`src/hw/rtl/sdbl_pkg.sv`:
```
`timescale 1ns / 1ps
// ----------------------------------------------------------------------------
// sdbl_pkg
// Shared types and constants of the sorted descending byte list.
// ----------------------------------------------------------------------------
package sdbl_pkg;

    localparam int DEPTH   = 32;
    localparam int AW      = (DEPTH > 1) ? $clog2(DEPTH) : 1;
    localparam int CW      = $clog2(DEPTH + 1);
    localparam int KIND_W  = 3;
    localparam int VAL_W   = 8;
    localparam int POS_W   = 5;
    localparam int COUNT_W = 6;
    localparam int CMP_W   = (CW > POS_W) ? CW : POS_W;

    typedef enum logic [KIND_W-1:0] {
        KIND_INSERT = 3'd0,
        KIND_REMOVE = 3'd1,
        KIND_READ   = 3'd2,
        KIND_EVENS  = 3'd3,
        KIND_CLEAR  = 3'd4
    } t_kind;

    typedef enum logic [3:0] {
        S_IDLE,
        S_INS,
        S_PUT,
        S_REM_FIND,
        S_REM_SHIFT,
        S_READ,
        S_EVEN,
        S_SMALL,
        S_DONE
    } t_state;

    typedef struct packed {
        logic [KIND_W-1:0]       kind;
        logic signed [VAL_W-1:0] value;
        logic [POS_W-1:0]        position;
    } t_in;

    typedef struct packed {
        logic                    ok;
        logic signed [VAL_W-1:0] read_value;
        logic [COUNT_W-1:0]      count;
        logic                    empty_res;
        logic signed [VAL_W-1:0] smallest;
    } t_out;

    typedef struct packed {
        logic             we;
        logic [AW-1:0]    waddr;
        logic [VAL_W-1:0] wdata;
        logic             re;
        logic [AW-1:0]    raddr;
    } t_ram_req;

endpackage

```
`src/hw/rtl/sorted_descending_byte_list.sv`:
```
`timescale 1ns / 1ps
// ----------------------------------------------------------------------------
// sorted_descending_byte_list
// Up to DEPTH signed bytes kept in descending order in one entry RAM.
// ----------------------------------------------------------------------------
// Usage:
//   Input channel (i_valid/o_ready/i_in) carries one operation: insert,
//   remove value, read position, remove evens or clear. Output channel
//   (o_valid/i_ready/o_out) returns exactly one result per operation.
//   One operation is handled at a time. The sequencer walks the entry RAM
//   one entry per cycle (one read port, registered read data), then reads
//   the last entry to report the smallest value; the result then passes
//   through the output register.
//   Reset empties the list; RAM contents are not cleared and need no pass.
//   The output register frees the sequencer while a result waits; if the
//   receiver stalls, the next result is held and no further input is taken.
// ----------------------------------------------------------------------------
module sorted_descending_byte_list (
    input  logic           i_clk,
    input  logic           i_rst_n,
    input  logic           i_valid,
    output logic           o_ready,
    input  sdbl_pkg::t_in  i_in,
    output logic           o_valid,
    input  logic           i_ready,
    output sdbl_pkg::t_out o_out
);
    import sdbl_pkg::*;

    t_ram_req          w_ram;
    logic [VAL_W-1:0]  w_rdata;
    logic              w_res_valid;
    logic              w_res_ready;
    t_out              w_res;

    logic              r_out_valid, n_out_valid;
    t_out              r_out;

    sdbl_ram #(
        .DATA_W (VAL_W),
        .ADDR_W (AW),
        .DEPTH  (DEPTH)
    ) u_ram (
        .i_clk   (i_clk),
        .i_we    (w_ram.we),
        .i_waddr (w_ram.waddr),
        .i_wdata (w_ram.wdata),
        .i_re    (w_ram.re),
        .i_raddr (w_ram.raddr),
        .o_rdata (w_rdata)
    );

    sdbl_ctrl u_ctrl (
        .i_clk       (i_clk),
        .i_rst_n     (i_rst_n),
        .i_valid     (i_valid),
        .o_ready     (o_ready),
        .i_in        (i_in),
        .o_ram       (w_ram),
        .i_rdata     (w_rdata),
        .o_res_valid (w_res_valid),
        .i_res_ready (w_res_ready),
        .o_res       (w_res)
    );

    assign w_res_ready = !r_out_valid || i_ready;

    always_comb begin
        n_out_valid = r_out_valid;
        if (w_res_valid && w_res_ready) begin
            n_out_valid = 1'b1;
        end else if (i_ready) begin
            n_out_valid = 1'b0;
        end
    end

    always_ff @(posedge i_clk) begin
        if (!i_rst_n) begin
            r_out_valid <= 1'b0;
        end else begin
            r_out_valid <= n_out_valid;
        end
    end

    always_ff @(posedge i_clk) begin
        if (w_res_valid && w_res_ready) begin
            r_out <= w_res;
        end
    end

    assign o_valid = r_out_valid;
    assign o_out   = r_out;

    a_busy_after_accept: assert property (@(posedge i_clk) disable iff (!i_rst_n)
        i_valid && o_ready |=> !o_ready)
        else $error("sequencer took an item while busy");

    a_res_held: assert property (@(posedge i_clk) disable iff (!i_rst_n)
        w_res_valid && !w_res_ready |=> w_res_valid && $stable(w_res))
        else $error("internal result dropped while stalled");

    a_empty_small: assert property (@(posedge i_clk) disable iff (!i_rst_n)
        o_valid && o_out.empty_res |-> o_out.smallest == '0)
        else $error("empty list reports nonzero smallest");

    a_read_ok: assert property (@(posedge i_clk) disable iff (!i_rst_n)
        o_valid && (o_out.read_value != '0) |-> o_out.ok)
        else $error("read value without success");

endmodule

```
`src/hw/rtl/sdbl_ram.sv`:
```
`timescale 1ns / 1ps
// ----------------------------------------------------------------------------
// sdbl_ram
// Simple dual-port RAM, registered read, write-first on address match.
// ----------------------------------------------------------------------------
module sdbl_ram #(
    parameter int DATA_W = 8,
    parameter int ADDR_W = 5,
    parameter int DEPTH  = 32
) (
    input  logic              i_clk,
    input  logic              i_we,
    input  logic [ADDR_W-1:0] i_waddr,
    input  logic [DATA_W-1:0] i_wdata,
    input  logic              i_re,
    input  logic [ADDR_W-1:0] i_raddr,
    output logic [DATA_W-1:0] o_rdata
);

    logic [DATA_W-1:0] r_mem [DEPTH];
    logic [DATA_W-1:0] r_rdata;

    always_ff @(posedge i_clk) begin
        if (i_we) begin
            r_mem[i_waddr] <= i_wdata;
        end
    end

    always_ff @(posedge i_clk) begin
        if (i_re) begin
            if (i_we && (i_waddr == i_raddr)) begin
                r_rdata <= i_wdata;
            end else begin
                r_rdata <= r_mem[i_raddr];
            end
        end
    end

    assign o_rdata = r_rdata;

endmodule

```
`src/hw/rtl/sdbl_ctrl.sv`:
```
`timescale 1ns / 1ps
// ----------------------------------------------------------------------------
// sdbl_ctrl
// Sequencer: walks the entry RAM one entry per cycle, shifting in place.
// ----------------------------------------------------------------------------
module sdbl_ctrl (
    input  logic              i_clk,
    input  logic              i_rst_n,
    input  logic              i_valid,
    output logic              o_ready,
    input  sdbl_pkg::t_in     i_in,
    output sdbl_pkg::t_ram_req o_ram,
    input  logic [sdbl_pkg::VAL_W-1:0] i_rdata,
    output logic              o_res_valid,
    input  logic              i_res_ready,
    output sdbl_pkg::t_out    o_res
);
    import sdbl_pkg::*;

    t_state                  r_state, n_state;
    logic [CW-1:0]           r_cnt, n_cnt;
    logic [AW-1:0]           r_idx, n_idx;
    logic [CW-1:0]           r_kept, n_kept;
    logic signed [VAL_W-1:0] r_val, n_val;
    logic                    r_ok, n_ok;
    logic signed [VAL_W-1:0] r_rd, n_rd;
    logic signed [VAL_W-1:0] r_small, n_small;

    logic                    w_fin;
    logic [CW-1:0]           w_fin_cnt;
    logic                    w_last;
    logic [CW-1:0]           w_kept_next;
    logic signed [VAL_W-1:0] w_rdata;

    assign w_rdata     = $signed(i_rdata);
    assign w_last      = ((CW'(r_idx) + CW'(1)) == r_cnt);
    assign w_kept_next = r_kept + CW'(i_rdata[0]);

    always_ff @(posedge i_clk) begin
        if (!i_rst_n) begin
            r_state <= S_IDLE;
            r_cnt   <= '0;
        end else begin
            r_state <= n_state;
            r_cnt   <= n_cnt;
        end
    end

    always_ff @(posedge i_clk) begin
        r_idx   <= n_idx;
        r_kept  <= n_kept;
        r_val   <= n_val;
        r_ok    <= n_ok;
        r_rd    <= n_rd;
        r_small <= n_small;
    end

    always_comb begin
        n_state     = r_state;
        n_cnt       = r_cnt;
        n_idx       = r_idx;
        n_kept      = r_kept;
        n_val       = r_val;
        n_ok        = r_ok;
        n_rd        = r_rd;
        n_small     = r_small;
        o_ram       = '0;
        o_ready     = 1'b0;
        o_res_valid = 1'b0;
        w_fin       = 1'b0;
        w_fin_cnt   = r_cnt;

        unique case (r_state)
            S_IDLE: begin
                o_ready = 1'b1;
                if (i_valid) begin
                    n_val = i_in.value;
                    n_ok  = 1'b0;
                    n_rd  = '0;
                    case (i_in.kind)
                        KIND_INSERT: begin
                            if (r_cnt >= CW'(DEPTH)) begin
                                w_fin = 1'b1;
                            end else if (r_cnt == '0) begin
                                o_ram.we    = 1'b1;
                                o_ram.waddr = '0;
                                o_ram.wdata = i_in.value;
                                n_ok        = 1'b1;
                                w_fin       = 1'b1;
                                w_fin_cnt   = CW'(1);
                            end else begin
                                o_ram.re    = 1'b1;
                                o_ram.raddr = AW'(r_cnt - CW'(1));
                                n_idx       = AW'(r_cnt - CW'(1));
                                n_state     = S_INS;
                            end
                        end
                        KIND_REMOVE: begin
                            if (r_cnt == '0) begin
                                w_fin = 1'b1;
                            end else begin
                                o_ram.re    = 1'b1;
                                o_ram.raddr = '0;
                                n_idx       = '0;
                                n_state     = S_REM_FIND;
                            end
                        end
                        KIND_READ: begin
                            if (CMP_W'(i_in.position) < CMP_W'(r_cnt)) begin
                                o_ram.re    = 1'b1;
                                o_ram.raddr = AW'(i_in.position);
                                n_state     = S_READ;
                            end else begin
                                w_fin = 1'b1;
                            end
                        end
                        KIND_EVENS: begin
                            if (r_cnt == '0) begin
                                w_fin = 1'b1;
                            end else begin
                                o_ram.re    = 1'b1;
                                o_ram.raddr = '0;
                                n_idx       = '0;
                                n_kept      = '0;
                                n_state     = S_EVEN;
                            end
                        end
                        KIND_CLEAR: begin
                            n_ok      = 1'b1;
                            w_fin     = 1'b1;
                            w_fin_cnt = '0;
                        end
                        default: begin
                            w_fin = 1'b1;
                        end
                    endcase
                end
            end
            S_INS: begin
                o_ram.we    = 1'b1;
                o_ram.waddr = r_idx + AW'(1);
                if (w_rdata < r_val) begin
                    o_ram.wdata = i_rdata;
                    if (r_idx == '0) begin
                        n_state = S_PUT;
                    end else begin
                        o_ram.re    = 1'b1;
                        o_ram.raddr = r_idx - AW'(1);
                        n_idx       = r_idx - AW'(1);
                    end
                end else begin
                    o_ram.wdata = r_val;
                    n_ok        = 1'b1;
                    w_fin       = 1'b1;
                    w_fin_cnt   = r_cnt + CW'(1);
                end
            end
            S_PUT: begin
                o_ram.we    = 1'b1;
                o_ram.waddr = '0;
                o_ram.wdata = r_val;
                n_ok        = 1'b1;
                w_fin       = 1'b1;
                w_fin_cnt   = r_cnt + CW'(1);
            end
            S_REM_FIND: begin
                priority if (w_rdata > r_val) begin
                    if (w_last) begin
                        w_fin = 1'b1;
                    end else begin
                        o_ram.re    = 1'b1;
                        o_ram.raddr = r_idx + AW'(1);
                        n_idx       = r_idx + AW'(1);
                    end
                end else if (w_rdata == r_val) begin
                    if (w_last) begin
                        n_ok      = 1'b1;
                        w_fin     = 1'b1;
                        w_fin_cnt = r_cnt - CW'(1);
                    end else begin
                        o_ram.re    = 1'b1;
                        o_ram.raddr = r_idx + AW'(1);
                        n_idx       = r_idx + AW'(1);
                        n_state     = S_REM_SHIFT;
                    end
                end else begin
                    w_fin = 1'b1;
                end
            end
            S_REM_SHIFT: begin
                o_ram.we    = 1'b1;
                o_ram.waddr = r_idx - AW'(1);
                o_ram.wdata = i_rdata;
                if (w_last) begin
                    n_ok      = 1'b1;
                    w_fin     = 1'b1;
                    w_fin_cnt = r_cnt - CW'(1);
                end else begin
                    o_ram.re    = 1'b1;
                    o_ram.raddr = r_idx + AW'(1);
                    n_idx       = r_idx + AW'(1);
                end
            end
            S_READ: begin
                n_rd  = w_rdata;
                n_ok  = 1'b1;
                w_fin = 1'b1;
            end
            S_EVEN: begin
                if (i_rdata[0]) begin
                    o_ram.we    = 1'b1;
                    o_ram.waddr = AW'(r_kept);
                    o_ram.wdata = i_rdata;
                end
                n_kept = w_kept_next;
                if (w_last) begin
                    n_ok      = 1'b1;
                    w_fin     = 1'b1;
                    w_fin_cnt = w_kept_next;
                end else begin
                    o_ram.re    = 1'b1;
                    o_ram.raddr = r_idx + AW'(1);
                    n_idx       = r_idx + AW'(1);
                end
            end
            S_SMALL: begin
                n_small = w_rdata;
                n_state = S_DONE;
            end
            S_DONE: begin
                o_res_valid = 1'b1;
                if (i_res_ready) begin
                    n_state = S_IDLE;
                end
            end
            default: begin
                n_state = S_IDLE;
            end
        endcase

        // fetch the last entry for the smallest value
        if (w_fin) begin
            n_cnt = w_fin_cnt;
            if (w_fin_cnt != '0) begin
                o_ram.re    = 1'b1;
                o_ram.raddr = AW'(w_fin_cnt - CW'(1));
                n_state     = S_SMALL;
            end else begin
                n_small = '0;
                n_state = S_DONE;
            end
        end
    end

    assign o_res.ok         = r_ok;
    assign o_res.read_value = r_rd;
    assign o_res.count      = COUNT_W'(r_cnt);
    assign o_res.empty_res  = (r_cnt == '0);
    assign o_res.smallest   = r_small;

endmodule
```
`config.mk`:
```
export PLATFORM = sky130hd
export DESIGN_NAME = sorted_descending_byte_list
export DESIGN_NICKNAME = d
export VERILOG_FILES = /design/src/hw/rtl/sdbl_pkg.sv /design/src/hw/rtl/sorted_descending_byte_list.sv /design/src/hw/rtl/sdbl_ram.sv /design/src/hw/rtl/sdbl_ctrl.sv
export SDC_FILE = /design/constraint.sdc
export NUM_CORES = 1
export LEC_CHECK = 0
export BUFFER_PORTS_ARGS = -buffer_cell sky130_fd_sc_hd__buf_2
export CAP_MARGIN = 20
export CORE_MARGIN = 5
export CORE_UTILIZATION = 67
export DETAILED_ROUTE_END_ITERATION = 6
export HOLD_SLACK_MARGIN = 0.08
export PLACE_DENSITY = 0.83
export RECOVER_POWER = 25
export SYNTH_ARGS = -nofsm -noshare
export SYNTH_HDL_FRONTEND = slang
export SYNTH_SLANG_ARGS = --single-unit
```
`constraint.sdc`:
```
create_clock -name i_clk -period 10.32 [get_ports i_clk]
set_input_delay 1.032 -clock i_clk [delete_from_list [all_inputs] [get_ports i_clk]]
set_output_delay 1.032 -clock i_clk [all_outputs]
set_load 0.05 [all_outputs]
```
### After elaboration in Yosys (flattened, before gate mapping)

Memory sizes are Yosys's and may differ from the RTL's. A register that Yosys moved wholly into a read port is not among the register bits.
Index checks and enable logic that the tools add are counted.

* output and inout bits: 26
* word-level logic and storage cells: 179
* bits in writable memories: 256
* bits in read-only memories: 0
* memories: 1
* bits in registers: 71
* bits of input ports: 20
* latch bits: 0

* bitwise logic cells: 0
* mux-type cells: 89
* shifts and indexed selects: 0
* add/subtract/negate cells: 7
* reductions and logical operators: 23
* equality and inequality tests: 41
* magnitude comparators: 4
* div/mod/pow operators: 0
* multiply operators: 0

Memories
* u_ram.r_mem: depth 32, bits a word 8, rd ports 1, clocked after Yosys merged registers in 1, wr ports 1, line sdbl_ram.sv:20 `logic [DATA_W-1:0] r_mem [DEPTH];`

Operators with widths (count)
* $mux 6: 21
* $pmux 14 s5: 1
* $mux 4: 14
* $mux 5: 9
* $mux 14: 3
* $mux 20: 2
* $mux 8: 5
* $pmux 6 s6: 1
* $pmux 4 s6: 1
* $pmux 6 s2: 2
* $pmux 6 s4: 1
* $mux 1: 20
* $pmux 5 s4: 1
* $pmux 6 s3: 1
* $eq 4x3->1 const B: 4
* $ne 4x3->1 const B: 4
* $pmux 4 s4: 1
* $pmux 8 s2: 1
* $reduce_and 14->1: 1
* $ne 2x2->1 const B: 6
* $ne 3x1->1 const B: 4
* $ne 3x2->1 const B: 4
* $ne 3x3->1 const B: 4
* $pmux 1 s5: 2
* 41 further kinds: 51

### Longest topological paths before layout

Gate-level depths: netlist of run 1.

* word-level depth: 9
* depth in mapped cells: 24
* gate-level depth less buffers: 18

### By module

Synthesis of run 1 repeated with hierarchy kept, for this count alone.

* cells, all modules: 1052
* area total of the unflattened synthesis: 15446.1 µm²

By module, submodules not included
* sdbl_ram: area each 10741.6 µm², instances 1, cells an instance 541, seq. area each 7927.6 µm²
* sdbl_ctrl: area each 3926.3 µm², instances 1, cells an instance 482, seq. area each 1201.2 µm²
* sorted_descending_byte_list: area each 778.2 µm², instances 1, cells an instance 29, seq. area each 740.7 µm²

### Worst setup path after synthesis of run 1

OpenSTA, ideal clock, no wires.

* path type: reg-to-reg
* from: reg u_ctrl.r_idx[0]
* to: reg u_ram.r_rdata[1] (netlist: u_ram.o_rdata[1]), read port of u_ram.r_mem (data pin)
* required time: 10.050 ns
* path buffers: 4
* path slack: 5.506 ns
* arrival: 4.543 ns
* stages on the path, launching flop included: 21
* setup time: 0.270 ns
* period minus slack after synthesis: 4.814 ns
* cell sequence: edfxtp_1 buf_2 inv_1 ha_1 clkbuf_1 xnor2_1 nand3_1 nor2_1 o2111ai_1 a221oi_2 ha_1 nor4bb_1 and3_1 a21o_1 and2_4 buf_6 buf_6 mux4_2 and2_1 nor4_1 o31ai_1

* word-level cells in the longest chain between the ends: 9
* elaborated cells on any way between the ends: 24
* classes of those cells: 4 x add/sub; 1 x eq/ne; 17 x mux; 2 x reduce/logical

RTL lines
* from (decl): line sdbl_ctrl.sv:22 `logic [AW-1:0] r_idx, n_idx;`
* from (signal assigned): line sdbl_ctrl.sv:50 `r_idx <= n_idx;`
* $add 5x1->6: line sdbl_ctrl.sv:36 `assign w_last = ((CW'(r_idx) + CW'(1)) == r_cnt);`
* $eq 6x6->1: line sdbl_ctrl.sv:36
* $mux 6: line sdbl_ctrl.sv:176, sdbl_ctrl.sv:194
* $mux 6: line sdbl_ctrl.sv:175 `end else if (w_rdata == r_val) begin`
* $mux 6: line sdbl_ctrl.sv:167 `priority if (w_rdata > r_val) begin`
* $pmux 6 s6: line sdbl_ctrl.sv:73 `unique case (r_state)`
* $sub 5x1->5 / $reduce_bool 6->1 (equally long branches): line sdbl_ctrl.sv:246, sdbl_ctrl.sv:244
* $mux 6: line sdbl_ctrl.sv:244 `if (w_fin_cnt != '0) begin`
* $mux 6 *: line sdbl_ctrl.sv:242 `if (w_fin) begin`
* to (decl): line sdbl_ram.sv:21 `logic [DATA_W-1:0] r_rdata;`

Mark *: on every way between the ends. The rest lies on a longest branch, timed or not.
A chain may end at the register's enable or synchronous reset.

### Worst setup path in the final report of run 1

Same ends and word-level chain as after synthesis.

==> results of run 1 <==
==> kinds of logic after synthesis <==
logic type / synth area share
XOR/XNOR: 0.01278
buffers and inverters: 0.02860
adder cells (fa/ha/maj): 0.01598
AND/OR/NAND/NOR: 0.1283
AO/OA/AOI/OAI: 0.1416
multiplexers: 0.04266
flip-flops: 0.6301
==> flip-flops by register name, indices dropped and copies added (netlist names) <==
register / flops
u_ctrl.r_cnt: 6
u_ctrl.r_kept: 6
u_ctrl.r_ok: 1
u_ctrl.r_rd: 8
u_ctrl.r_state: 4
u_ctrl.r_val: 8
o_out: 24
o_valid: 1
u_ram.o_rdata: 8
u_ctrl.r_idx: 5
u_ram.r_mem: 256
u_ctrl.r_small: 8
==> cell type report <==
type / instances / area share
timing repair buffer: 63 / 0.02066
multi-input combinational: 795 / 0.3118
clock inverter: 16 / 0.009709
clock buffer: 43 / 0.05344
inverter: 24 / 0.005256
tap: 319 / 0.02329
sequential: 335 / 0.5759
==> critical path, cell delays in order (launching register included) <==
cell and delay, ns:
sky130_fd_sc_hd__edfxtp_1 0.50, sky130_fd_sc_hd__ha_1 0.42, sky130_fd_sc_hd__and3_1 0.38, sky130_fd_sc_hd__xnor2_2 0.15, sky130_fd_sc_hd__nand4_1 0.22, sky130_fd_sc_hd__nor2_1 0.54
sky130_fd_sc_hd__o2111ai_1 0.22, sky130_fd_sc_hd__a221oi_2 0.52, sky130_fd_sc_hd__ha_1 0.23, sky130_fd_sc_hd__nor4bb_1 0.41, sky130_fd_sc_hd__and3_1 0.29, sky130_fd_sc_hd__a21o_1 0.13
sky130_fd_sc_hd__buf_4 0.50, sky130_fd_sc_hd__and2_4 0.95, sky130_fd_sc_hd__mux4_2 0.63, sky130_fd_sc_hd__and2_1 0.18, sky130_fd_sc_hd__nor4_1 0.36, sky130_fd_sc_hd__o31ai_1 0.12
==> through the flow <==
stage / utilization / setup slack [ns] / cells / cell area (sq um) / hold WS (ns)
floorplan: - / 5.506 / 1225 / 15660 / 0.4003
global placement: 0.6898 / 3.640 / 1532 / 16050 / 0.4009
detailed placement: 0.6898 / 3.371 / 1532 / 16050 / 0.4072
CTS: 0.7363 / 3.351 / 1591 / 17130 / 0.4211
global route: 0.7368 / 2.788 / 1595 / 17140 / 0.4244
finish: 0.7368 / 3.208 / 1595 / 17140 / 0.4197
==> how the worst min path moves through the flow <==
stage / start / depth (start not counted) / endpoint
floorplan: u_ctrl.r_rd[0]$_SDFFCE_PN0P_ / 0 / o_out[15]$_DFFE_PP_
detailed placement: u_ctrl.r_rd[6]$_SDFFCE_PN0P_ / 0 / o_out[21]$_DFFE_PP_
finish: u_ctrl.r_rd[1]$_SDFFCE_PN0P_ / 0 / o_out[16]$_DFFE_PP_
CTS: u_ctrl.r_rd[1]$_SDFFCE_PN0P_ / 0 / o_out[16]$_DFFE_PP_
global placement: u_ctrl.r_rd[2]$_SDFFCE_PN0P_ / 0 / o_out[17]$_DFFE_PP_
global route: u_ctrl.r_rd[1]$_SDFFCE_PN0P_ / 0 / o_out[16]$_DFFE_PP_
==> cell usage in the layout, fill, tap and decap left out, drive strengths merged, types with 4 or more instances in the layout <==
cell     instances
nor3            14
a21oi           37
o31ai           10
mux4            11
and3            10
o21ai           37
buf             26
a221o            8
o2111ai         13
a211oi          40
xor2             8
mux2i           42
edfxtp         316
a311oi          19
clkbuf          80
nor2b           17
a221oi          33
nor4            18
a31oi           11
a22oi           11
o211ai          10
xnor2           14
nor3b            6
or3              5
a21o             9
inv             26
o22ai            5
nand2b          23
nand2          120
and2            39
nand3           36
clkinv          11
nand4            7
dfxtp           19
nor2            93
ha              20
o22a             4
a21boi          23
==> per-layer routing <==
layer | wire (um) | global-route usage | up-vias
met5 | 0 | 0 | -
met4 | 1351 | 0.09188 | 0
met3 | 4383 | 0.06328 | 121
met2 | 19290 | 0.4915 | 734
met1 | 15690 | 0.4249 | 5392
li1 | - | - | 4828
==> results.md, run 1 <==
* Post-CTS setup buffer count at 0
* Die height at 162.9 um
* Final hold violation count at 0
* Setup Skew at 0.01416 ns
* Setup Crit Path Kind: reg2reg
* Insertion delay to the later sink of the worst-skew pair at 0.53 ns
* Final setup violation count at 0
* Yosys reg bits at 335
* Cell chosen for the clock root: sky130_fd_sc_hd__clkbuf_16
* Cell area after technology mapping at 15660 sq um
* Fill cell total of the finished layout at 1516
* Leading cell types by total area after synthesis: sky130_fd_sc_hd__edfxtp_1 (61%), sky130_fd_sc_hd__nand2_1 (2.9%), sky130_fd_sc_hd__mux2i_1 (2.7%), sky130_fd_sc_hd__dfxtp_1 (2.4%), sky130_fd_sc_hd__nor2_1 (2.2%)
* Most common library cells after synthesis: sky130_fd_sc_hd__edfxtp_1 (316), sky130_fd_sc_hd__nand2_1 (119), sky130_fd_sc_hd__nor2_1 (92)
* Half-perimeter wire length of the detailed placement result at 26.55 mm
* Leading register cell type out of synthesis: sky130_fd_sc_hd__edfxtp_1
* Placer's final routability congestion estimate at 0.9757
* Critical R2R Launch: u_ctrl.r_idx[0]$_DFFE_PP_
* Unrepaired setup endpoints after global routing: false
* Aggregate global-route resource usage at 0.3046
* Destination of the critical timing path: u_ram.o_rdata[1]$_DFFE_PP_
* Register-to-register path setup slack at 3.21 ns
* Slew at the pin closest to its max-slew limit at 1.674 ns
* Endpoint kind of the worst setup timing path: flop
* Async set-reset flop share out of synthesis at 0
* Area fraction of the dominant cell type after synthesis at 0.6058
* Horiz. Die Dim at 162.9 um
* Layout Nets at 1293
* Effective utilization at floorplan at 0.6734
* Startpoint type of the worst setup path: flop
* Detail-routed net length per standard cell at 25.52 um
* Cell accounting for the most synthesized area: sky130_fd_sc_hd__edfxtp_1
* Crit path from: u_ctrl.r_idx[0]$_DFFE_PP_
* First-pass detailed-route iteration total at 7
* Core area at 23260 sq um
* Antenna violations before repair at 0
* Average instance area after synthesis at 12.79 sq um
* Largest net degree at the start of global routing at 78
* Number of standard-cell rows in the floorplan at 56
* Max transition margin at -0.1163
* Time the final worst path needs with I/O delays and setup at 7.112 ns
* Net count of the mapped netlist at 1265
* Critical path data required time at 10.56 ns
* Drt drc at 0
* CTS tree: built
* IO Port Bufs at 45
* Number of synthesized flops with an enable pin at 316
* Count of warnings emitted by yosys at 0
* Vias per Instance at 6.944
* GRT Residual Overflow at 0
* Share of post-route cells with drive strength above 1 at 0.08072
* Clock transition at path regs at 0.06 ns
* Slew Limit Fails at 34
* Gate count after technology mapping at 1225
* Result of the run: finished with violations
* R2r endpoint: u_ram.o_rdata[1]$_DFFE_PP_
* Multi-input logic area at 5344 sq um
* Failing checks: max-capacitance violations, max-slew violations
* Upper clock frequency limit at 140.6 MHz
* CTS Buf Count at 34
* Worst reg2reg path depth at 17
* Number of H-tree branching levels at 2
* Count of hold-fix buffers inserted at cts at 0
* Maximum capacitance violations at 1
* Post-synthesis sequential area ratio at 0.6301
* Arr. time, crit path at 7.35 ns
* ANT cells at 0
* Die ar. at 26540 sq um
* Synth unique cells at 82
* Period utilisation layout at 0.6892
* Largest buffer count on any clock path at 3
* First-iteration detailed-routing DRC count at 1769
* Most frequently used cell type in the post-synthesis netlist: sky130_fd_sc_hd__edfxtp_1
* Synthesis-to-layout area growth at 9.417%
* Setup total negative slack at 0 ns
* TritonCTS sink count at 335
* Largest fanout of any net on the critical path at 77
* Number of gates resized after cts at 0
* Via total after detailed routing at 11075
* Top-Level Pins at 46
* Hold Path Class: reg2reg
* Storage cell area at 9869 sq um
* Wire length of the first global-routing pass at 61.50 mm
* Via count of the first global-routing pass at 10509
* Number of antenna-violating nets in the routed design at 0
* Total Wirelength at 40.71 mm
Power of run 1 is not shown: default switching activity piles up to over one toggle a cycle in this logic, so the estimate is an artifact.
==> run 2: changes to the inputs <==
Settings changed: ABC_AREA from default to 1, CORE_UTILIZATION 67 to 63, PLACE_DENSITY 0.83 to 0.78.
Clock period 10.32 ns to 7.22 ns, I/O delays scaled along.
==> results.md, run 2 <==
* Result of the run: finished with violations (unchanged)
* Failing checks: max-capacitance violations, max-slew violations (unchanged)
* Design Area, Final at 17930 sq um (was 17140 sq um)
* Number of standard-cell rows in the floorplan at 59 (was 56)
* End-of-flow core utilization at 0.6938 (was 0.7368)
* Worst-path cell with the longest stage delay: sky130_fd_sc_hd__nand2_4 (was sky130_fd_sc_hd__and2_4)
* Critical path data required time at 7.50 ns (was 10.56 ns)
* Period utilisation layout at 0.8678 (was 0.6892)
* Startpoint type of the worst setup path: flop (unchanged)
* Synth unique cells at 55 (was 82)
* Net count of the mapped netlist at 1725 (was 1265)
* Count of warnings emitted by yosys at 0 (unchanged)
* Largest net degree at the start of global routing at 75 (was 78)
* Cell accounting for the most synthesized area: sky130_fd_sc_hd__edfxtp_1 (unchanged)
* Setup Skew at 0.01973 ns (was 0.01416 ns)
* Clock transition at path regs at 0.06 ns (about the same)
* Post-synthesis sequential area ratio at 0.6005 (was 0.6301)
* Register containing the most flip-flops in the final layout: u_ram.r_mem (unchanged)
* Final setup violation count at 0 (unchanged)
* Final hold violation count at 0 (unchanged)
* Time the final worst path needs with I/O delays and setup at 6.266 ns (was 7.112 ns)
* First-iteration detailed-routing DRC count at 1394 (was 1769)
* Cell chosen for the clock root: sky130_fd_sc_hd__clkbuf_16 (unchanged)
* Slowest stage delay, CP at 0.79 ns (was 0.95 ns)
* Number of antenna-violating nets in the routed design at 0 (unchanged)
* Via count of the first global-routing pass at 12244 (was 10509)
* Area fraction of the dominant cell type after synthesis at 0.5774 (was 0.6058)
* Synthesis-to-layout area growth at 9.075% (was 9.417%)
* Via total after detailed routing at 12539 (was 11075)
* Buffer and inverter count on the worst path at 4 (was 1)
* CTS tree: built (unchanged)
* Setup total negative slack at 0 ns (unchanged)
* Die ar. at 29420 sq um (was 26540 sq um)
* Ratio of total power to cell area at 512.5 nW/um^2
* Largest fanout of any net on the critical path at 74 (was 77)
* Async set-reset flop share out of synthesis at 0 (unchanged)
* Half-perimeter wire length of the detailed placement result at 28.79 mm (was 26.55 mm)
* Upper clock frequency limit at 159.6 MHz (was 140.6 MHz)
* Worst vdd rail ir drop at 0.2706 mV
* Leading register cell type out of synthesis: sky130_fd_sc_hd__edfxtp_1 (unchanged)
* Cell area after technology mapping at 16430 sq um (was 15660 sq um)
* Insertion delay to the later sink of the worst-skew pair at 0.52 ns (was 0.53 ns)
* Core area at 25840 sq um (was 23260 sq um)
* Number of H-tree branching levels at 2 (unchanged)
* TritonCTS sink count at 335 (unchanged)
* Commonest cells after routing, fill and taps aside: sky130_fd_sc_hd__nand3_1 (322), sky130_fd_sc_hd__edfxtp_1 (316), sky130_fd_sc_hd__nand2_1 (307) (was sky130_fd_sc_hd__edfxtp_1 (316), sky130_fd_sc_hd__nand2_1 (118), sky130_fd_sc_hd__nor2_1 (92))
* Yosys reg bits at 335 (unchanged)
* Slew Limit Fails at 68 (was 34)
* IO Port Bufs at 45 (unchanged)
* Arr. time, crit path at 6.55 ns (was 7.35 ns)
* Vias per Instance at 6.046 (was 6.944)
* Gate count after technology mapping at 1685 (was 1225)
* Detail-routed net length per standard cell at 21.14 um (was 25.52 um)
* Most frequently used cell type in the post-synthesis netlist: sky130_fd_sc_hd__nand3_1 (was sky130_fd_sc_hd__edfxtp_1)
* Most common library cells after synthesis: sky130_fd_sc_hd__nand3_1 (320), sky130_fd_sc_hd__edfxtp_1 (316), sky130_fd_sc_hd__nand2_1 (309) (was sky130_fd_sc_hd__edfxtp_1 (316), sky130_fd_sc_hd__nand2_1 (119), sky130_fd_sc_hd__nor2_1 (92))
* Setup Crit Path Kind: reg2reg (unchanged)
* Horiz. Die Dim at 171.5 um (was 162.9 um)
* Category of cells accounting for the largest share of critical-path delay: simple AND/OR/NAND/NOR gates (unchanged)
* GRT Residual Overflow at 0 (unchanged)
* Share of post-route cells with drive strength above 1 at 0.07188 (was 0.08072)
* Drt drc at 0 (unchanged)
* Number of synthesized flops with an enable pin at 316 (unchanged)
* Most repeated library cell on the critical path: sky130_fd_sc_hd__nand3_1
* Max transition margin at -0.3394 (was -0.1163)
* Leading cell type in the layout, fill and taps excluded: sky130_fd_sc_hd__nand3_1 (was sky130_fd_sc_hd__edfxtp_1)
* Unrepaired setup endpoints after global routing: false (unchanged)
* Number of gates resized after cts at 0 (unchanged)
* Aggregate global-route resource usage at 0.3014 (was 0.3046)
* Register-to-register path setup slack at 0.95 ns (was 3.21 ns)
* Leading cell types by total area after synthesis: sky130_fd_sc_hd__edfxtp_1 (58%), sky130_fd_sc_hd__nand3_1 (9.7%), sky130_fd_sc_hd__nand2_1 (7.1%), sky130_fd_sc_hd__inv_1 (5.8%), sky130_fd_sc_hd__nand3b_1 (3.8%) (was sky130_fd_sc_hd__edfxtp_1 (61%), sky130_fd_sc_hd__nand2_1 (2.9%), sky130_fd_sc_hd__mux2i_1 (2.7%), sky130_fd_sc_hd__dfxtp_1 (2.4%), sky130_fd_sc_hd__nor2_1 (2.2%))
* Slew at the pin closest to its max-slew limit at 2.009 ns (was 1.674 ns)
* Post-CTS setup buffer count at 0 (unchanged)
* Maximum capacitance violations at 2 (was 1)
* CTS Buf Count at 35 (was 34)
* Final Hold Slack at 0.4164 ns (was 0.4197 ns)
* ANT cells at 0 (unchanged)
* Flip-flop count of the largest register after layout at 256 (unchanged)
* Count of hold-fix buffers inserted at cts at 0 (unchanged)
* Top-Level Pins at 46 (unchanged)
* Average instance area after synthesis at 9.753 sq um (was 12.79 sq um)
* Effective utilization at floorplan at 0.6361 (was 0.6734)
* LEAKAGE at 0.007413 uW
* Endpoint kind of the worst setup timing path: flop (unchanged)
* Total Wirelength at 43.85 mm (was 40.71 mm)
* Placer's final routability congestion estimate at 1.020 (was 0.9757)
* First-pass detailed-route iteration total at 6 (was 7)
* Cell Area, Placed at 16940 sq um (was 16050 sq um)
* Die height at 171.5 um (was 162.9 um)
* Hold Path Class: reg2reg (unchanged)
* Largest buffer count on any clock path at 3 (unchanged)
* Wire length of the first global-routing pass at 68.54 mm (was 61.50 mm)
* Layout Nets at 1753 (was 1293)
* Antenna violations before repair at 0 (unchanged)
## run 2: final cells by class
| cell class | count | area (sq um) |
|---|---|---|
| Sequential cell | 335 | 9869 |
| Fill cell | 2006 | 7911 |
| Multi-Input combinational cell | 1005 | 5195 |
| Inverter | 275 | 1033 |
| Clock buffer | 45 | 954.7 |
| Tap cell | 335 | 419.2 |
| Timing Repair Buffer | 61 | 300.3 |
| Clock inverter | 18 | 153.9 |
## run 2: logic make-up after synthesis
family,synth area share
AO/OA/AOI/OAI,0.03791
XOR/XNOR,0.005787
adder cells (fa/ha/maj),0.01523
buffers and inverters,0.08329
flip-flops,0.6005
AND/OR/NAND/NOR,0.2573
## run 2: power by group
part           internal [uW]  total (uW)  leakage, uW  switching, uW
logic                   1230        4620      0.00379           3390
clock network           1010        1750     0.000550            740
registers               2690        2820      0.00307            125
total                   4930        9190      0.00741           4260
## run 2: final timing paths
| check | start | cells past startpoint | to |
|---|---|---|---|
| max | u_ctrl.r_idx[0]$_DFFE_PP_ | 29 | u_ram.o_rdata[3]$_DFFE_PP_ |
| min | u_ctrl.r_rd[3]$_SDFFCE_PN0P_ | 0 | o_out[18]$_DFFE_PP_ |
| max reg2reg | u_ctrl.r_idx[0]$_DFFE_PP_ | 29 | u_ram.o_rdata[3]$_DFFE_PP_ |
| min reg2reg | u_ctrl.r_rd[3]$_SDFFCE_PN0P_ | 0 | o_out[18]$_DFFE_PP_ |
## run 2: per-stage QoR
stage	setup slack, ns	std cells	power [uW]
finish	0.9545	2074	9188
global route	0.3559	2074	9716
CTS	1.254	2074	9165
detailed placement	1.280	2011	7396
global placement	1.416	2009	7293
floorplan	3.454	1685	6017
## run 2: metal layers
metal,vias up,track usage,wire (um)
met5,-,0,0
met1,5966,0.4090,17300
met2,648,0.4867,20880
met4,0,0.1275,1916
li1,5768,-,-
met3,157,0.05102,3747
Note: power is estimated with default switching activity, not from simulation.
==> run 3: changes to the inputs <==
Settings changed: CORE_UTILIZATION 63 to 62, PLACE_DENSITY 0.78 to 0.77, SYNTH_HIERARCHICAL from default to 1.
==> results.md, run 3 <==
* Final hold violation count at 0 (unchanged)
* Endpoint kind of the worst setup timing path: flop (unchanged)
* Largest net degree at the start of global routing at 109 (was 75)
* Final Hold Slack at 0.4002 ns (was 0.4164 ns)
* Fill cell total of the finished layout at 1943 (was 2006)
* Commonest cells after routing, fill and taps aside: sky130_fd_sc_hd__nand2_1 (480), sky130_fd_sc_hd__edfxtp_1 (316), sky130_fd_sc_hd__nand3_1 (260) (was sky130_fd_sc_hd__nand3_1 (322), sky130_fd_sc_hd__edfxtp_1 (316), sky130_fd_sc_hd__nand2_1 (307))
* Hold path depth at 1 (was 0)
* Count of warnings emitted by yosys at 6 (was 0)
* Cell area after technology mapping at 15800 sq um (was 16430 sq um)
* Startpoint type of the worst setup path: flop (unchanged)
* Yosys reg bits at 335 (unchanged)
* Period utilisation layout at 0.8747 (was 0.8678)
* First-pass detailed-route iteration total at 6 (unchanged)
* Category of cells accounting for the largest share of critical-path delay: simple AND/OR/NAND/NOR gates (unchanged)
* Synthesis-to-layout area growth at 10.02% (was 9.075%)
* TritonCTS sink count at 335 (unchanged)
* Share of post-route cells with drive strength above 1 at 0.07838 (was 0.07188)
* Net count of the mapped netlist at 1656 (was 1725)
* Setup Crit Path Kind: reg2reg (unchanged)
* Maximum capacitance violations at 2 (unchanged)
* Upper clock frequency limit at 158.4 MHz (was 159.6 MHz)
* Die ar. at 28770 sq um (was 29420 sq um)
* Cell depth of the worst setup path at 30 (was 29)
* Leading cell types by total area after synthesis: sky130_fd_sc_hd__edfxtp_1 (60%), sky130_fd_sc_hd__nand2_1 (11%), sky130_fd_sc_hd__nand3_1 (8.2%), sky130_fd_sc_hd__inv_1 (3.8%), sky130_fd_sc_hd__nor2_1 (2.6%) (was sky130_fd_sc_hd__edfxtp_1 (58%), sky130_fd_sc_hd__nand3_1 (9.7%), sky130_fd_sc_hd__nand2_1 (7.1%), sky130_fd_sc_hd__inv_1 (5.8%), sky130_fd_sc_hd__nand3b_1 (3.8%))
* Core area at 25110 sq um (was 25840 sq um)
* Aggregate global-route resource usage at 0.2836 (was 0.3014)
* ANT cells at 0 (unchanged)
* Register containing the most flip-flops in the final layout: u_ram/r_mem (was u_ram.r_mem)
* Final setup violation count at 0 (unchanged)
* Clock transition at path regs at 0.07 ns (was 0.06 ns)
* Cell accounting for the most synthesized area: sky130_fd_sc_hd__edfxtp_1 (unchanged)
* Top-Level Pins at 46 (unchanged)
* Cell chosen for the clock root: sky130_fd_sc_hd__clkbuf_16 (unchanged)
* Flip-flop count of the largest register after layout at 256 (unchanged)
* First-iteration detailed-routing DRC count at 1379 (was 1394)
* Worst-path cell with the longest stage delay: sky130_fd_sc_hd__buf_4 (was sky130_fd_sc_hd__nand2_4)
* Drt drc at 0 (unchanged)
* Insertion delay to the later sink of the worst-skew pair at 0.52 ns (about the same)
* Layout Nets at 1703 (was 1753)
* Area fraction of the dominant cell type after synthesis at 0.6007 (was 0.5774)
* Via total after detailed routing at 11922 (was 12539)
* Buffer and inverter count on the worst path at 7 (was 4)
* Number of H-tree branching levels at 2 (unchanged)
* Slew at the pin closest to its max-slew limit at 1.782 ns (was 2.009 ns)
* Worst reg2reg path depth at 30 (was 29)
* Most repeated library cell on the critical path: sky130_fd_sc_hd__nand2_1 (was sky130_fd_sc_hd__nand3_1)
* Setup total negative slack at 0 ns (unchanged)
* Detail-routed net length per standard cell at 20.36 um (was 21.14 um)
* Slew Limit Fails at 68 (unchanged)
* Horiz. Die Dim at 169.6 um (was 171.5 um)
* Die height at 169.6 um (was 171.5 um)
* Wire length of the first global-routing pass at 63.45 mm (was 68.54 mm)
* Result of the run: finished with violations (unchanged)
* Leading cell type in the layout, fill and taps excluded: sky130_fd_sc_hd__nand2_1 (was sky130_fd_sc_hd__nand3_1)
* Post-synthesis sequential area ratio at 0.6248 (was 0.6005)
* Slowest stage delay, CP at 0.69 ns (was 0.79 ns)
* Total Wirelength at 41.00 mm (was 43.85 mm)
* Async set-reset flop share out of synthesis at 0 (unchanged)
* Number of antenna-violating nets in the routed design at 0 (unchanged)
* Critical path data required time at 7.59 ns (was 7.50 ns)
* Unrepaired setup endpoints after global routing: false (unchanged)
* Antenna violations before repair at 0 (unchanged)
* IO Port Bufs at 45 (unchanged)
* Count of hold-fix buffers inserted at cts at 0 (unchanged)
* Half-perimeter wire length of the detailed placement result at 26.70 mm (was 28.79 mm)
* CTS Buf Count at 35 (unchanged)
* Placer's final routability congestion estimate at 0.9774 (was 1.020)
* Time the final worst path needs with I/O delays and setup at 6.315 ns (was 6.266 ns)
* Largest fanout of any net on the critical path at 66 (was 74)
* CTS tree: built (unchanged)
* Post-CTS setup buffer count at 0 (unchanged)
* Leading register cell type out of synthesis: sky130_fd_sc_hd__edfxtp_1 (unchanged)
* Number of gates resized after cts at 0 (unchanged)
* Most common library cells after synthesis: sky130_fd_sc_hd__nand2_1 (482), sky130_fd_sc_hd__edfxtp_1 (316), sky130_fd_sc_hd__nand3_1 (259) (was sky130_fd_sc_hd__nand3_1 (320), sky130_fd_sc_hd__edfxtp_1 (316), sky130_fd_sc_hd__nand2_1 (309))
* Hold Path Class: in2reg (was reg2reg)
* Effective utilization at floorplan at 0.6291 (was 0.6361)
* Synth unique cells at 45 (was 55)
* Average instance area after synthesis at 9.787 sq um (was 9.753 sq um)
* Via count of the first global-routing pass at 11368 (was 12244)
* Max transition margin at -0.1879 (was -0.3394)
* GRT Residual Overflow at 0 (unchanged)
* Setup Skew at 0.02150 ns (was 0.01973 ns)
* Number of standard-cell rows in the floorplan at 58 (was 59)
* Arr. time, crit path at 6.68 ns (was 6.55 ns)
* Vias per Instance at 5.920 (was 6.046)
* Most frequently used cell type in the post-synthesis netlist: sky130_fd_sc_hd__nand2_1 (was sky130_fd_sc_hd__nand3_1)
* Largest buffer count on any clock path at 3 (unchanged)
* Number of synthesized flops with an enable pin at 316 (unchanged)
* Failing checks: max-capacitance violations, max-slew violations (unchanged)
* Gate count after technology mapping at 1614 (was 1685)
==> run 3: path summary, 6_finish.rpt <==
check,startpoint,endpoint,slack [ns]
setup / recovery,u_ctrl/r_idx[0]$_DFFE_PP_,u_ram/o_rdata[7]$_DFFE_PP_,0.91
hold / removal,i_in[6],u_ctrl/r_val[1]$_DFFE_PP_,0.40
setup reg to reg,u_ctrl/r_idx[0]$_DFFE_PP_,u_ram/o_rdata[7]$_DFFE_PP_,0.91
hold reg to reg,u_ctrl/r_rd[2]$_SDFFCE_PN0P_,o_out[17]$_DFFE_PP_,0.42
==> run 3: final cells by class <==
| class | count | area, sq um | share of cell area |
|---|---|---|---|
| Inverter | 175 | 658.1 | 0.03787 |
| Timing Repair Buffer | 71 | 386.6 | 0.02225 |
| Multi-Input combinational cell | 1043 | 4964 | 0.2856 |
| Clock buffer | 48 | 965.9 | 0.05558 |
| Tap cell | 330 | 412.9 | 0.02376 |
| Sequential cell | 335 | 9869 | 0.5679 |
| Clock inverter | 12 | 122.6 | 0.007055 |
==> run 3: through the flow <==
step	area, sq um	util	setup WS [ns]	cells
6_report	17380	0.6921	0.9050	2014
5_1_grt	17380	0.6921	0.4169	2014
4_1_cts	17400	0.6931	1.351	2010
3_5_place_dp	16310	0.6497	1.375	1950
3_3_place_gp	16310	0.6494	1.477	1949
2_1_floorplan	15800	-	3.442	1614
==> run 3: cell families after synthesis <==
group,count (synthesis),share of synthesized area
AO/OA/AOI/OAI,106,0.04198
buffers and inverters,236,0.06321
XOR/XNOR,13,0.007208
adder cells (fa/ha/maj),22,0.01743
AND/OR/NAND/NOR,902,0.2454
flip-flops,335,0.6248
==> run 3: per-layer routing <==
metal | wire length [um] | global-route usage | part of all wire
met1 | 15590 | 0.3752 | 0.38
met2 | 19800 | 0.4725 | 0.48
met3 | 3759 | 0.04216 | 0.092
met4 | 1858 | 0.1211 | 0.045
met5 | 0 | 0 | 0
Power of run 3 is left out for the same reason.
